[config.mk]
export PLATFORM = sky130hd
export DESIGN_NAME = abelian_block_pattern_matcher_unit
export DESIGN_NICKNAME = d
export VERILOG_FILES = /design/src/rtl/abpm_pkg.sv /design/src/rtl/abelian_block_pattern_matcher_unit.sv
export SDC_FILE = /design/constraint.sdc
export NUM_CORES = 1
export LEC_CHECK = 0
export ABC_AREA = 1
export BUFFER_PORTS_ARGS = -buffer_cell sky130_fd_sc_hd__buf_2
export CAP_MARGIN = 20
export CORE_MARGIN = 4
export CORE_UTILIZATION = 62
export DETAILED_ROUTE_END_ITERATION = 10
export GPL_ROUTABILITY_DRIVEN = 0
export MAX_ROUTING_LAYER = met4
export PLACE_DENSITY = 0.87
export SYNTH_ARGS = -nofsm -noshare
export SYNTH_HDL_FRONTEND = slang
export SYNTH_SLANG_ARGS = --single-unit
[constraint.sdc]
create_clock -name clk -period 7.8 [get_ports clk]
set_input_delay 1.56 -clock clk [delete_from_list [all_inputs] [get_ports clk]]
set_output_delay 1.56 -clock clk [all_outputs]
set_load 0.03 [all_outputs]
[src/rtl/abpm_pkg.sv]
// Shared constants for the abelian block pattern matcher.
// No dependencies; used by the top level and its checker.
package abpm_pkg;

  localparam int MAX_LETTERS_DEF = 8;
  localparam int COUNT_BITS_DEF  = 8;

  localparam int WORD_W   = 9;
  localparam int COUNTS_W = 56;
  localparam int TOTAL_W  = 3;

  localparam int DATA_W   = 64;
  localparam int ADDR_W   = 5;
  localparam int TDATA_W  = 8;

  // register select, taken from paddr[4:3]
  localparam logic [1:0] REG_PATTERN = 2'd0;
  localparam logic [1:0] REG_ZEROS   = 2'd1;
  localparam logic [1:0] REG_ONES    = 2'd2;
  localparam logic [1:0] REG_TOTAL   = 2'd3;

endpackage

[src/rtl/abelian_block_pattern_matcher_unit.sv]
// Abelian block pattern matcher, top level.
// Depends on abpm_pkg.
// Usage
//   Input stream (s_tvalid/s_tready/s_tdata/s_tlast): one binary symbol per
//   item in s_tdata[0]; s_tlast marks the last symbol of a sequence.
//   Output stream (m_tvalid/m_tready/m_tdata): one result item per sequence,
//   m_tdata[0] = matched, m_tdata[1] = bad_pattern.
//   APB port: pattern word at 0x00, zero counts at 0x08, one counts at 0x10,
//   block total at 0x18. Write only while no sequence is in flight.
// Timing
//   One item per clock while s_tready is high. The sequence state updates in
//   the cycle the item is taken; the result of a last symbol sits in the
//   output register in the cycle after acceptance.
// Stall
//   The output register holds its item until m_tready. Input is still taken
//   while it is empty or being drained; only a last symbol that meets a
//   full, stalled output register holds s_tready low.
// Reset
//   rst (synchronous) clears the sequence state and the output valid, and
//   sets the pattern word to 1 and the other registers to 0.
module abelian_block_pattern_matcher_unit #(
  parameter int MAX_LETTERS = abpm_pkg::MAX_LETTERS_DEF,
  parameter int COUNT_BITS  = abpm_pkg::COUNT_BITS_DEF
) (
  input  logic                        clk,
  input  logic                        rst,
  // input stream
  input  logic                        s_tvalid,
  output logic                        s_tready,
  input  logic [abpm_pkg::TDATA_W-1:0] s_tdata,   // [0] symbol, rest zero
  input  logic                        s_tlast,    // final_symbol
  // output stream
  output logic                        m_tvalid,
  input  logic                        m_tready,
  output logic [abpm_pkg::TDATA_W-1:0] m_tdata,   // [0] matched, [1] bad_pattern
  // configuration
  input  logic                        psel,
  input  logic                        penable,
  input  logic                        pwrite,
  input  logic [abpm_pkg::ADDR_W-1:0] paddr,
  input  logic [abpm_pkg::DATA_W-1:0] pwdata,
  output logic [abpm_pkg::DATA_W-1:0] prdata,
  output logic                        pready
);

  localparam int LP_W  = $clog2(MAX_LETTERS + 1);
  localparam int CNT_W = COUNT_BITS + 1;
  localparam int SUM_W = COUNT_BITS + 2;

  // configuration registers
  logic [abpm_pkg::WORD_W-1:0]   pattern_word;
  logic [abpm_pkg::COUNTS_W-1:0] zero_counts;
  logic [abpm_pkg::COUNTS_W-1:0] one_counts;
  logic [abpm_pkg::TOTAL_W-1:0]  block_total;

  // sequence state
  logic [LP_W-1:0]  letter_position, letter_position_next;
  logic             inside_block, inside_block_next;
  logic [CNT_W-1:0] zeros_seen, zeros_seen_next;
  logic [CNT_W-1:0] ones_seen, ones_seen_next;
  logic             mismatch_seen, mismatch_seen_next;

  logic [MAX_LETTERS:0] word_used;
  logic [LP_W-1:0]      letter_total;
  logic                 bad;
  logic [LP_W-1:0]      block_idx;
  logic [COUNT_BITS-1:0] need0, need1;
  logic                 block_full;
  logic [LP_W-1:0]      pos_inc;
  logic                 symbol;
  logic                 in_accept;
  logic                 cfg_write;
  logic                 ok;

  // ---------------------------------------------------------------------
  // APB: writes on the access phase, reads straight from the registers
  // ---------------------------------------------------------------------
  assign pready    = 1'b1;
  assign cfg_write = psel && penable && pwrite && pready;

  always_ff @(posedge clk) begin
    if (rst) begin
      pattern_word <= abpm_pkg::WORD_W'(1);
      zero_counts  <= '0;
      one_counts   <= '0;
      block_total  <= '0;
    end else if (cfg_write) begin
      unique case (paddr[4:3])
        abpm_pkg::REG_PATTERN: pattern_word <= pwdata[abpm_pkg::WORD_W-1:0];
        abpm_pkg::REG_ZEROS:   zero_counts  <= pwdata[abpm_pkg::COUNTS_W-1:0];
        abpm_pkg::REG_ONES:    one_counts   <= pwdata[abpm_pkg::COUNTS_W-1:0];
        abpm_pkg::REG_TOTAL:   block_total  <= pwdata[abpm_pkg::TOTAL_W-1:0];
        default: ;
      endcase
    end
  end

  always_comb begin
    unique case (paddr[4:3])
      abpm_pkg::REG_PATTERN: prdata = abpm_pkg::DATA_W'(pattern_word);
      abpm_pkg::REG_ZEROS:   prdata = abpm_pkg::DATA_W'(zero_counts);
      abpm_pkg::REG_ONES:    prdata = abpm_pkg::DATA_W'(one_counts);
      abpm_pkg::REG_TOTAL:   prdata = abpm_pkg::DATA_W'(block_total);
      default:               prdata = '0;
    endcase
  end

  // ---------------------------------------------------------------------
  // Pattern decode: letters sit below the highest set bit
  // ---------------------------------------------------------------------
  assign word_used = pattern_word[MAX_LETTERS:0];

  always_comb begin
    letter_total = '0;
    for (int i = 1; i <= MAX_LETTERS; i++) begin
      if (word_used[i]) letter_total = LP_W'(i);
    end
  end

  assign bad = (word_used <= (MAX_LETTERS + 1)'(1));

  // required counts of the block that follows the current letter
  assign block_idx = letter_position - LP_W'(1);
  assign need0 = COUNT_BITS'(zero_counts >> (32'(block_idx) * COUNT_BITS));
  assign need1 = COUNT_BITS'(one_counts  >> (32'(block_idx) * COUNT_BITS));
  assign block_full = (SUM_W'(zeros_seen) + SUM_W'(ones_seen))
                      >= (SUM_W'(need0) + SUM_W'(need1));

  assign pos_inc = letter_position + LP_W'(1);
  assign symbol  = s_tdata[0];

  // ---------------------------------------------------------------------
  // Next sequence state for one symbol
  // ---------------------------------------------------------------------
  always_comb begin
    letter_position_next = letter_position;
    inside_block_next    = inside_block;
    zeros_seen_next      = zeros_seen;
    ones_seen_next       = ones_seen;
    mismatch_seen_next   = mismatch_seen;
    if (!mismatch_seen) begin
      if (inside_block && !block_full) begin
        // symbol belongs to the block; overshoot kills the match at once
        if (!symbol) begin
          zeros_seen_next = zeros_seen + CNT_W'(1);
          if (zeros_seen_next > CNT_W'(need0)) mismatch_seen_next = 1'b1;
        end else begin
          ones_seen_next = ones_seen + CNT_W'(1);
          if (ones_seen_next > CNT_W'(need1)) mismatch_seen_next = 1'b1;
        end
      end else if (letter_position >= letter_total) begin
        // symbol past the last letter
        mismatch_seen_next = 1'b1;
      end else begin
        if (word_used[letter_position] != symbol) mismatch_seen_next = 1'b1;
        letter_position_next = pos_inc;
        zeros_seen_next      = '0;
        ones_seen_next       = '0;
        if (pos_inc < letter_total) begin
          // a block must follow; it has to be one of the configured ones
          if (4'(letter_position) >= 4'(block_total)) mismatch_seen_next = 1'b1;
          inside_block_next = 1'b1;
        end else begin
          inside_block_next = 1'b0;
        end
      end
    end
  end

  assign ok = !bad && !mismatch_seen_next && !inside_block_next
              && (letter_position_next == letter_total)
              && ((4'(block_total) + 4'd1) == 4'(letter_total));

  // ---------------------------------------------------------------------
  // Handshake: output register acts as the skid stage
  // ---------------------------------------------------------------------
  assign s_tready  = !m_tvalid || m_tready || !s_tlast;
  assign in_accept = s_tvalid && s_tready;

  always_ff @(posedge clk) begin
    if (rst) begin
      letter_position <= '0;
      inside_block    <= 1'b0;
      zeros_seen      <= '0;
      ones_seen       <= '0;
      mismatch_seen   <= 1'b0;
    end else if (in_accept) begin
      if (s_tlast) begin
        letter_position <= '0;
        inside_block    <= 1'b0;
        zeros_seen      <= '0;
        ones_seen       <= '0;
        mismatch_seen   <= 1'b0;
      end else begin
        letter_position <= letter_position_next;
        inside_block    <= inside_block_next;
        zeros_seen      <= zeros_seen_next;
        ones_seen       <= ones_seen_next;
        mismatch_seen   <= mismatch_seen_next;
      end
    end
  end

  always_ff @(posedge clk) begin
    if (rst) begin
      m_tvalid <= 1'b0;
    end else if (in_accept && s_tlast) begin
      m_tvalid <= 1'b1;
    end else if (m_tready) begin
      m_tvalid <= 1'b0;
    end
  end

  always_ff @(posedge clk) begin
    if (in_accept && s_tlast) begin
      m_tdata <= {(abpm_pkg::TDATA_W - 2)'(0), bad, ok};
    end
  end

endmodule

# Word level (Yosys, flattened, before mapping)

Cells that the tools add are included.

Input port bits: 85
Word-level logic and storage cells: 104
Bits in registers: 151
Output and inout bits: 75

Shifts and indexed selects: 2
Reductions and logical operators: 25
Eq/ne operators: 10
Multiplexer cells: 41
Add/sub/neg operators: 7
Order comparisons: 8

Operators by type and width:

| operator              | number |
|---|---|
| $pmux W64 S4          | 1 |
| $shr A56 B7 Y8        | 2 |
| $mux W9               | 9 |
| $mux W4               | 11 |
| $mux W1               | 19 |
| $add A9 B1 Y9 const B | 2 |
| $gt A9 B8 Y1          | 2 |
| $add A9 B9 Y10        | 1 |
| $ge A10 B9 Y1         | 1 |
| $add A8 B8 Y9         | 1 |
| $le A9 B1 Y1 const B  | 1 |
| $logic_and A1 B1 Y1   | 9 |
| $ne A3 B3 Y1 const B  | 3 |
| $eq A4 B4 Y1          | 2 |
| $reduce_and A2 Y1     | 4 |
| $reduce_and A4 Y1     | 2 |
| $logic_not A1 Y1      | 6 |
| $lt A4 B5 Y1 const B  | 1 |
| $add A3 B1 Y4 const B | 1 |
| $add A4 B1 Y4 const B | 1 |
| $bmux W1 S4           | 1 |
| $eq A2 B2 Y1 const B  | 2 |
| $ge A4 B3 Y1          | 1 |
| $ge A4 B4 Y1          | 1 |
| other kinds (8)       | 9 |

# Longest topological paths before layout

Gate-level depths: netlist of the first run.

Word-level depth: 18
Depth in mapped cells: 36

# Worst setup path after synthesis of the first run

OpenSTA, ideal clock, no wires.

Kind: register to register
From: register letter_position[0]
To: register m_tdata[0] (netlist bit), data pin
Cell stages (with the launch flop): 33
Clock period less this slack: 4.771 ns
Path slack: 3.029 ns
Required time: 7.543 ns
Buffers on the path: 4
Setup time: 0.257 ns
Arrival: 4.514 ns
Path through: dfxtp_1 inv_2 buf_2 clkbuf_1 ha_1 inv_2 clkbuf_1 clkbuf_1 o21ai_0 a21oi_1 nor2_1 ha_1 inv_1 nor3_1 nand4_1 nand2_1 xor2_1 ha_1 a21o_1 nor2_1 nand2_1 nand2_1 nand2_1 nand2_1 nand3_2 nand2_1 inv_1 nand2_1 o21ai_1 inv_1 nand2_1 o211ai_1 nor2_1

Longest elaborated chain between the ends: 14
Elaborated cells between the ends (all ways): 39

RTL lines:

| what                                                   | line                                      | source |
|---|---|---|
| from (decl)                                            | abelian_block_pattern_matcher_unit.sv:57  | `logic [LP_W-1:0] letter_position, letter_position_next;` |
| from (signal assigned)                                 | abelian_block_pattern_matcher_unit.sv:195 | `letter_position <= letter_position_next;` |
| branches (longest 12 deep; another with $ge A10 B9 Y1) | --                                        |  |
| $logic_and A1 B1 Y1 (*)                                | abelian_block_pattern_matcher_unit.sv:171 | `&& (letter_position_next == letter_total)` |
| $logic_and A1 B1 Y1 (*)                                | abelian_block_pattern_matcher_unit.sv:172 | `&& ((4'(block_total) + 4'd1) == 4'(letter_total));` |
| named net ok                                           | abelian_block_pattern_matcher_unit.sv:73  | `logic ok;` |
| to (signal assigned)                                   | abelian_block_pattern_matcher_unit.sv:216 | `m_tdata <= {(abpm_pkg::TDATA_W - 2)'(0), bad, ok};` |
| to (decl)                                              | abelian_block_pattern_matcher_unit.sv:35  | `output logic [abpm_pkg::TDATA_W-1:0] m_tdata,` |

Mark *: on every way through the listed nets, which the timed path passes. The select of a mux whose other input is x is not followed.
A chain may end at the register's enable or synchronous reset.

# Final worst setup path of the first run

Same ends and word-level chain as after synthesis.

==> metrics.md, run 1 <==
| Metric | Value |
|---|---|
| Slowest cell on the critical path | `inv_2` |
| CTS Hold Bufs | `0` |
| H-tree levels | `4` |
| Largest stage delay, worst path | `0.66 ns` |
| Hold Crit Endpoint | `one_counts[22]` |
| Placed inst area | `9990 µm²` |
| Hold Crit Start | `one_counts[22]` |
| ANT nets after route | `0` |
| Worst setup EP type | `flip-flop` |
| Largest net degree at the start of global routing | `128` |
| Crit-path leading delay family | `simple AND/OR/NAND/NOR gates` |
| Worst setup path category | `reg -> reg` |
| Worst path bufs/invs | `4` |
| Skew final | `0.01006 ns` |
| Vias | `10047` |
| Leakage dissipation | `4.818 nW` |
| Asr flop ratio synth | `0%` |
| Peak Freq | `178.3 MHz` |
| CTS root buf | `clkbuf_16` |
| Overflow after GRT | `0` |
| Reg2reg start | `letter_position[0]` |
| # DRC | `0` |
| Critical-path maximum fanout | `55` |
| Minimum clock period | `5.609 ns` |
| Worst Path Required | `7.98 ns` |
| Inserted Clock Buffers | `17` |
| Synth Flop Type | `dfxtp_1` |
| Initial Utilization | `64.08%` |
| Worst rel slew slack | `27.64%` |
| #FFs+latches synth | `151` |
| Final total power | `0.001913 W` |
| Die Wd | `131.3 µm` |
| Non-Filler Instances | `1683` |
| Vert. Die Dim | `131.3 µm` |
| Post-CTS Setup Repair Bufs | `0` |
| CTS tree | `done` |
| Post-synth cell types | `50` |
| Max-Cap Viols | `0` |
| Synth area leaders | `dfxtp_1 (32%), o21ai_0 (10%), nand2_1 (9.2%)` |
| Clock Path Buffers | `2` |
| Avg Cell Area, Syn | `6.704 µm²` |
| Crit path top cell by count | `nand2_1` |
| First-pass GRT wire length | `46120 µm` |
| Part of the cycle the worst path needs | `71.90%` |
| Final hold slack | `0.4748 ns` |
| Status | `finished clean` |
| Count of boundary I/O pins | `160` |
| Top-area cell type share of the netlist area | `31.67%` |
| WL per Instance | `16.85 µm` |
| Share of cells above drive strength 1 | `13.62%` |
| Worst slew pin tran | `1.085 ns` |
| Vias per Instance | `5.970` |
| Worst Hold Class | `reg -> reg` |
| Clk Latency, worst-skew pair | `0.44 ns` |
| FP Rows | `44` |
| RR Endpoint | `m_tdata[0]` |
| Synthesized area | `9419 µm²` |
| I/O Buffers | `126` |
| CP startpoint kind | `flip-flop` |
| VDD IR max | `0.0002254 V` |
| Placed wire-length estimate | `19440 µm` |
| Placeable core area | `14700 µm²` |
| RSZ-0062 raised after global routing | `false` |
| Drt initial violations | `1308` |
| Initial antenna violation count | `1` |
| Num Clock Sinks | `151` |
| Final setup viols | `0` |
| Drt pass-1 iters | `6` |
| Final slew viol count | `0` |
| Synthesis Warnings | `0` |
| Reg2reg setup slack | `2.19 ns` |
| Drt total wl | `28350 µm` |
| GRT Overall Usage | `33.27%` |
| Setup TNS | `0 ns` |
| Synth Instances | `1405` |
| Area Overhead vs Synth | `12.27%` |
| Die area | `17230 µm²` |
| Vias in the first global route | `9263` |
| Hold Fails Final Rpt | `0` |
| Dpl cells | `1650` |
| Final nets | `1624` |
| Seq/Total Area, Yosys | `32.31%` |
| R2R cell count | `31` |
| Area leader, netlist | `dfxtp_1` |
| Endpoint arrival time on the critical path | `5.79 ns` |
| EDFF count, synth | `2` |
| Hold Path Stages | `2` |
| CTS clk-pin slew, worst paths | `0.07 ns` |
| Fill cell count | `1234` |
| PD cells | `180.9 nW/µm²` |
| Post-CTS Resized | `0` |
| Fin area | `10580 µm²` |
-- cell usage in the layout, fill, tap and decap left out, drive strengths merged, types with 24 or more instances in the layout --
master,instances
nand2,235
o21ai,220
nor2,170
inv,162
dfxtp,149
a21oi,147
buf,135
nand3,57
ha,53
xor2,24
-- power breakdown --
group	switching [W]	internal, W
Clock	0.000377	0.000454
Combinational	0.000199	0.0000831
Sequential	0.0000112	0.000789
-- how the worst max path moves through the flow --
stage	start	end	depth (start not counted)
2_1_floorplan	letter_position[0]	m_tdata[0]	32
3_3_place_gp	letter_position[0]	ones_seen[0]	28
3_5_place_dp	letter_position[0]	ones_seen[0]	28
4_1_cts	letter_position[0]	ones_seen[0]	28
5_1_grt	letter_position[0]	zeros_seen[1]	25
6_report	letter_position[0]	m_tdata[0]	31
-- layout make-up --
cell class / count / area [µm²] / area share, %
Antenna cell: 1 / 2.502 / 0.02366
Tap cell: 184 / 230.2 / 2.177
Clock inverter: 15 / 157.7 / 1.491
Sequential cell: 151 / 3044 / 28.79
Clock buffer: 17 / 425.4 / 4.023
Multi-Input combinational cell: 1025 / 5433 / 51.37
Inverter: 155 / 584.3 / 5.525
Timing Repair Buffer: 135 / 698.2 / 6.602
-- cells in the mapped netlist, types with 2 or more instances --
cell,instances
nand3b_1,2
xnor2_1,5
xor2_1,24
o211ai_1,10
inv_2,10
buf_6,2
nor2_2,4
o21ai_0,197
a31oi_1,2
a21oi_1,147
a21o_1,5
nand3_2,6
and2_1,2
a211oi_1,2
clkbuf_1,61
inv_1,141
nand2_1,231
o21a_1,2
nand2_4,2
nand3_1,51
clkinv_1,3
buf_2,6
or2_4,2
a31oi_2,2
dfxtp_1,149
buf_4,17
conb_1,2
nor3_1,6
o21ai_1,23
nor2_1,165
ha_1,53
edfxtp_1,2
o22ai_1,23
nand4_1,12
a22o_1,18
or2_1,2
-- per-layer routing --
metal	vias up	part of all wire (%)	GRT usage (%)
met2	607	46	52.10
met5	-	0	-
li1	4803	-	-
met3	105	9.4	6.766
met1	4532	40	41.51
met4	0	4.5	15.46
-- kinds of logic after synthesis --
family	after synthesis	synth area share, %
fa+ha+maj	54	7.253
xor+xnor	29	2.697
other cells	2	0.07973
simple gates	489	21.83
flops	151	32.31
compound gates	438	25.25
buf+inv	242	10.59
-- sequential cells by signal, summed over array words and instances, names as in the netlist --
| register | count |
|---|---|
| zero_counts | 56 |
| one_counts | 56 |
| block_total | 3 |
| zeros_seen | 9 |
| letter_position | 4 |
| ones_seen | 9 |
| pattern_word | 9 |
| inside_block | 1 |
| mismatch_seen | 1 |
| m_tdata | 2 |
| m_tvalid | 1 |
-- metrics by stage --
stage               worst slack (ns)  util [%]
floorplan                      3.029         -
detailed placement             2.324     67.96
finish                         2.191     71.94
global placement               2.441     67.96
CTS                            2.321     71.93
global route                   1.698     71.94
-- worst reg2reg max path, delay by kind of cell (launching register included) --
kind,cells,cell delay [ns]
buffers and inverters,4,1.08
flip-flops,1,0.32
AO/OA/AOI/OAI,4,0.94
adder cells (fa/ha/maj),3,1.03
AND/OR/NAND/NOR,19,1.84
XOR/XNOR,1,0.15
No activity file was read; power rests on OpenSTA's default activity.
==> run 2: changes to the inputs <==
- CORE_UTILIZATION: 62 -> 57
- PLACE_DENSITY: 0.87 -> 0.81
- clock period: 7.8 -> 5.4 ns (I/O delays scaled with it)
==> run 2 against run 1 <==
Net effect: non-clock buffer count increased by 6; via count is 1.3% lower; sequential share of layout area is 0.21 points lower; clock power rose by 44%; hold slack barely moved; register-to-register slack got worse by 1.6 ns; clock skew up 0.0016 ns; routed wire length shrank 0.26%; combinational power up 45%; critical path type unchanged; critical endpoint is now ones_seen[0]; largest cell class unchanged.
==> metrics.md, run 2 (synthesis gave the netlist of run 1 again) <==
| Metric | Value |
|---|---|
| Crit path top cell by count | `nand2_1` |
| I/O Buffers | `126` |
| Part of the cycle the worst path needs | `89.92%` |
| Fill cell count | `1420` |
| Psw | `0.0008378 W` |
| Worst setup path category | `reg -> reg` |
| FP Rows | `46` |
| Leakage dissipation | `4.841 nW` |
| Worst slew pin tran | `0.9462 ns` |
| Endpoint arrival time on the critical path | `5.22 ns` |
| Placeable core area | `16060 µm²` |
| Peak Freq | `205.9 MHz` |
| Area Overhead vs Synth | `13.14%` |
| Status | `finished clean` |
| Final total power | `0.002761 W` |
| Initial Utilization | `58.66%` |
| Clk Latency, worst-skew pair | `0.44 ns` |
| Hold Path Stages | `2` |
| Max-Cap Viols | `0` |
| Slowest cell on the critical path | `dfxtp_2` |
| Combinational Power Share | `14.8%` |
| Commonest non-fill, non-tap cells in the layout | `nand2_1 (231), o21ai_0 (197), nor2_1 (163)` |
| Vert. Die Dim | `136.6 µm` |
| Num Clock Sinks | `151` |
| Worst Path Required | `5.76 ns` |
| Inserted Clock Buffers | `17` |
| Die Wd | `136.6 µm` |
| Final slew viol count | `0` |
| Drt total wl | `28280 µm` |
| Hold Crit Endpoint | `one_counts[22]` |
| CP startpoint kind | `flip-flop` |
| Initial antenna violation count | `0` |
| Regs by FF count | `one_counts (56), zero_counts (56)` |
| R2R cell count | `28` |
| GRT Overall Usage | `31.36%` |
| Drt pass-1 iters | `6` |
| Hold Fails Final Rpt | `0` |
| RR Endpoint | `ones_seen[0]` |
| Skew final | `0.01169 ns` |
| Reg2reg setup slack | `0.54 ns` |
| Drt initial violations | `1124` |
| Setup TNS | `0 ns` |
| Final setup viols | `0` |
| # DRC | `0` |
| Vias in the first global route | `9133` |
| Vias | `9913` |
| CTS clk-pin slew, worst paths | `0.06 ns` |
| Diode count | `0` |
| Largest net degree at the start of global routing | `77` |
| CTS tree | `done` |
| Commonest non-fill, non-tap cell in the layout | `nand2_1` |
| Minimum clock period | `4.856 ns` |
| Overflow after GRT | `0` |
| Count of boundary I/O pins | `160` |
| PD cells | `259.1 nW/µm²` |
| Final hold slack | `0.4745 ns` |
| H-tree levels | `4` |
| VDD IR max | `0.0002525 V` |
| Sw Share | `30.34%` |
| Worst rel slew slack | `36.83%` |
| ANT nets after route | `0` |
| Vias per Instance | `5.763` |
| RSZ-0062 raised after global routing | `false` |
| First-pass GRT wire length | `45310 µm` |
| Final nets | `1630` |
| Internal | `0.001924 W` |
| WL per Instance | `16.44 µm` |
| Worst Hold Class | `reg -> reg` |
| Critical-path maximum fanout | `21` |
| Reg2reg start | `letter_position[1]` |
| Die area | `18650 µm²` |
| Clock Path Buffers | `2` |
| Clock power frac | `43.3%` |
| Hold Crit Start | `one_counts[22]` |
| Share of cells above drive strength 1 | `14.03%` |
| Largest stage delay, worst path | `0.44 ns` |
| Flop pwr share | `41.8%` |
| Worst setup EP type | `flip-flop` |
| CTS root buf | `clkbuf_16` |
| Placed wire-length estimate | `19770 µm` |
[run 2: cell types whose count changed in the layout (fill, tap and decap cells not counted), sizes merged]
| cell | delta |
|---|---|
| clkbuf | +1 |
| clkinv | +2 |
| diode | -1 |
| inv | -3 |
| buf | +6 |
[run 2: power by group through the flow]
stage          Clock [W]  Sequential, W  Combinational [W]
6_report         0.00120        0.00116           0.000410
5_1_grt          0.00125        0.00116           0.000454
4_1_cts          0.00120        0.00115           0.000402
3_5_place_dp           0        0.00118           0.000398
3_3_place_gp           0        0.00118           0.000394
2_1_floorplan          0        0.00118           0.000288
[run 2: critical path, delay by kind of cell (launching register included)]
kind | cells | cell delay (ns)
buffers and inverters | 4 | 0.55
AOI/OAI and AO/OA | 7 | 1.09
DFF | 1 | 0.44
and+or+nand+nor | 13 | 1.68
xor gates and xnor gates | 1 | 0.17
adders and majority gates | 3 | 0.83
[run 2: repair_timing]
item,CTS,global route
setup endpoints to repair,0,18
hold buffers,0,0
setup buffers,0,0
resized for setup,0,1
[run 2: layer usage]
metal,up-vias,share of wire (%),track usage (%)
met4,0,3.3,12.93
met5,-,0,-
met3,67,8.1,5.257
li1,4818,-,-
met2,475,46,48.11
met1,4553,43,41.18
[run 2: how the worst max path moves through the flow]
stage	cells past startpoint	slack [ns]	to	startpoint
2_1_floorplan	32	0.63	m_tdata[0]	letter_position[0]
4_1_cts	28	0.44	ones_seen[0]	letter_position[1]
5_1_grt	27	0.06	zeros_seen[8]	letter_position[1]
6_report	28	0.54	ones_seen[0]	letter_position[1]
3_5_place_dp	28	0.47	ones_seen[0]	letter_position[1]
3_3_place_gp	31	0.57	m_tdata[0]	letter_position[1]
[run 2: stage by stage]
| step | instance area (µm²) | worst slack (ns) | util [%] | instances |
|---|---|---|---|---|
| 6_report | 10660 | 0.5444 | 66.36 | 1720 |
| 5_1_grt | 10660 | 0.05957 | 66.36 | 1720 |
| 4_1_cts | 10660 | 0.4350 | 66.36 | 1720 |
| 3_5_place_dp | 10070 | 0.4740 | 62.74 | 1688 |
| 3_3_place_gp | 10070 | 0.5663 | 62.74 | 1688 |
| 2_1_floorplan | 9468 | 0.6286 | - | 1418 |
[run 2: layout make-up]
type | count | area (µm²) | share of cell area, %
Inverter | 155 | 584.3 | 5.483
Clock buffer | 18 | 439.2 | 4.121
Timing Repair Buffer | 141 | 743.2 | 6.974
Clock inverter | 14 | 141.4 | 1.327
Tap cell | 216 | 270.3 | 2.536
Sequential cell | 151 | 3045 | 28.58
Multi-Input combinational cell | 1025 | 5433 | 50.98
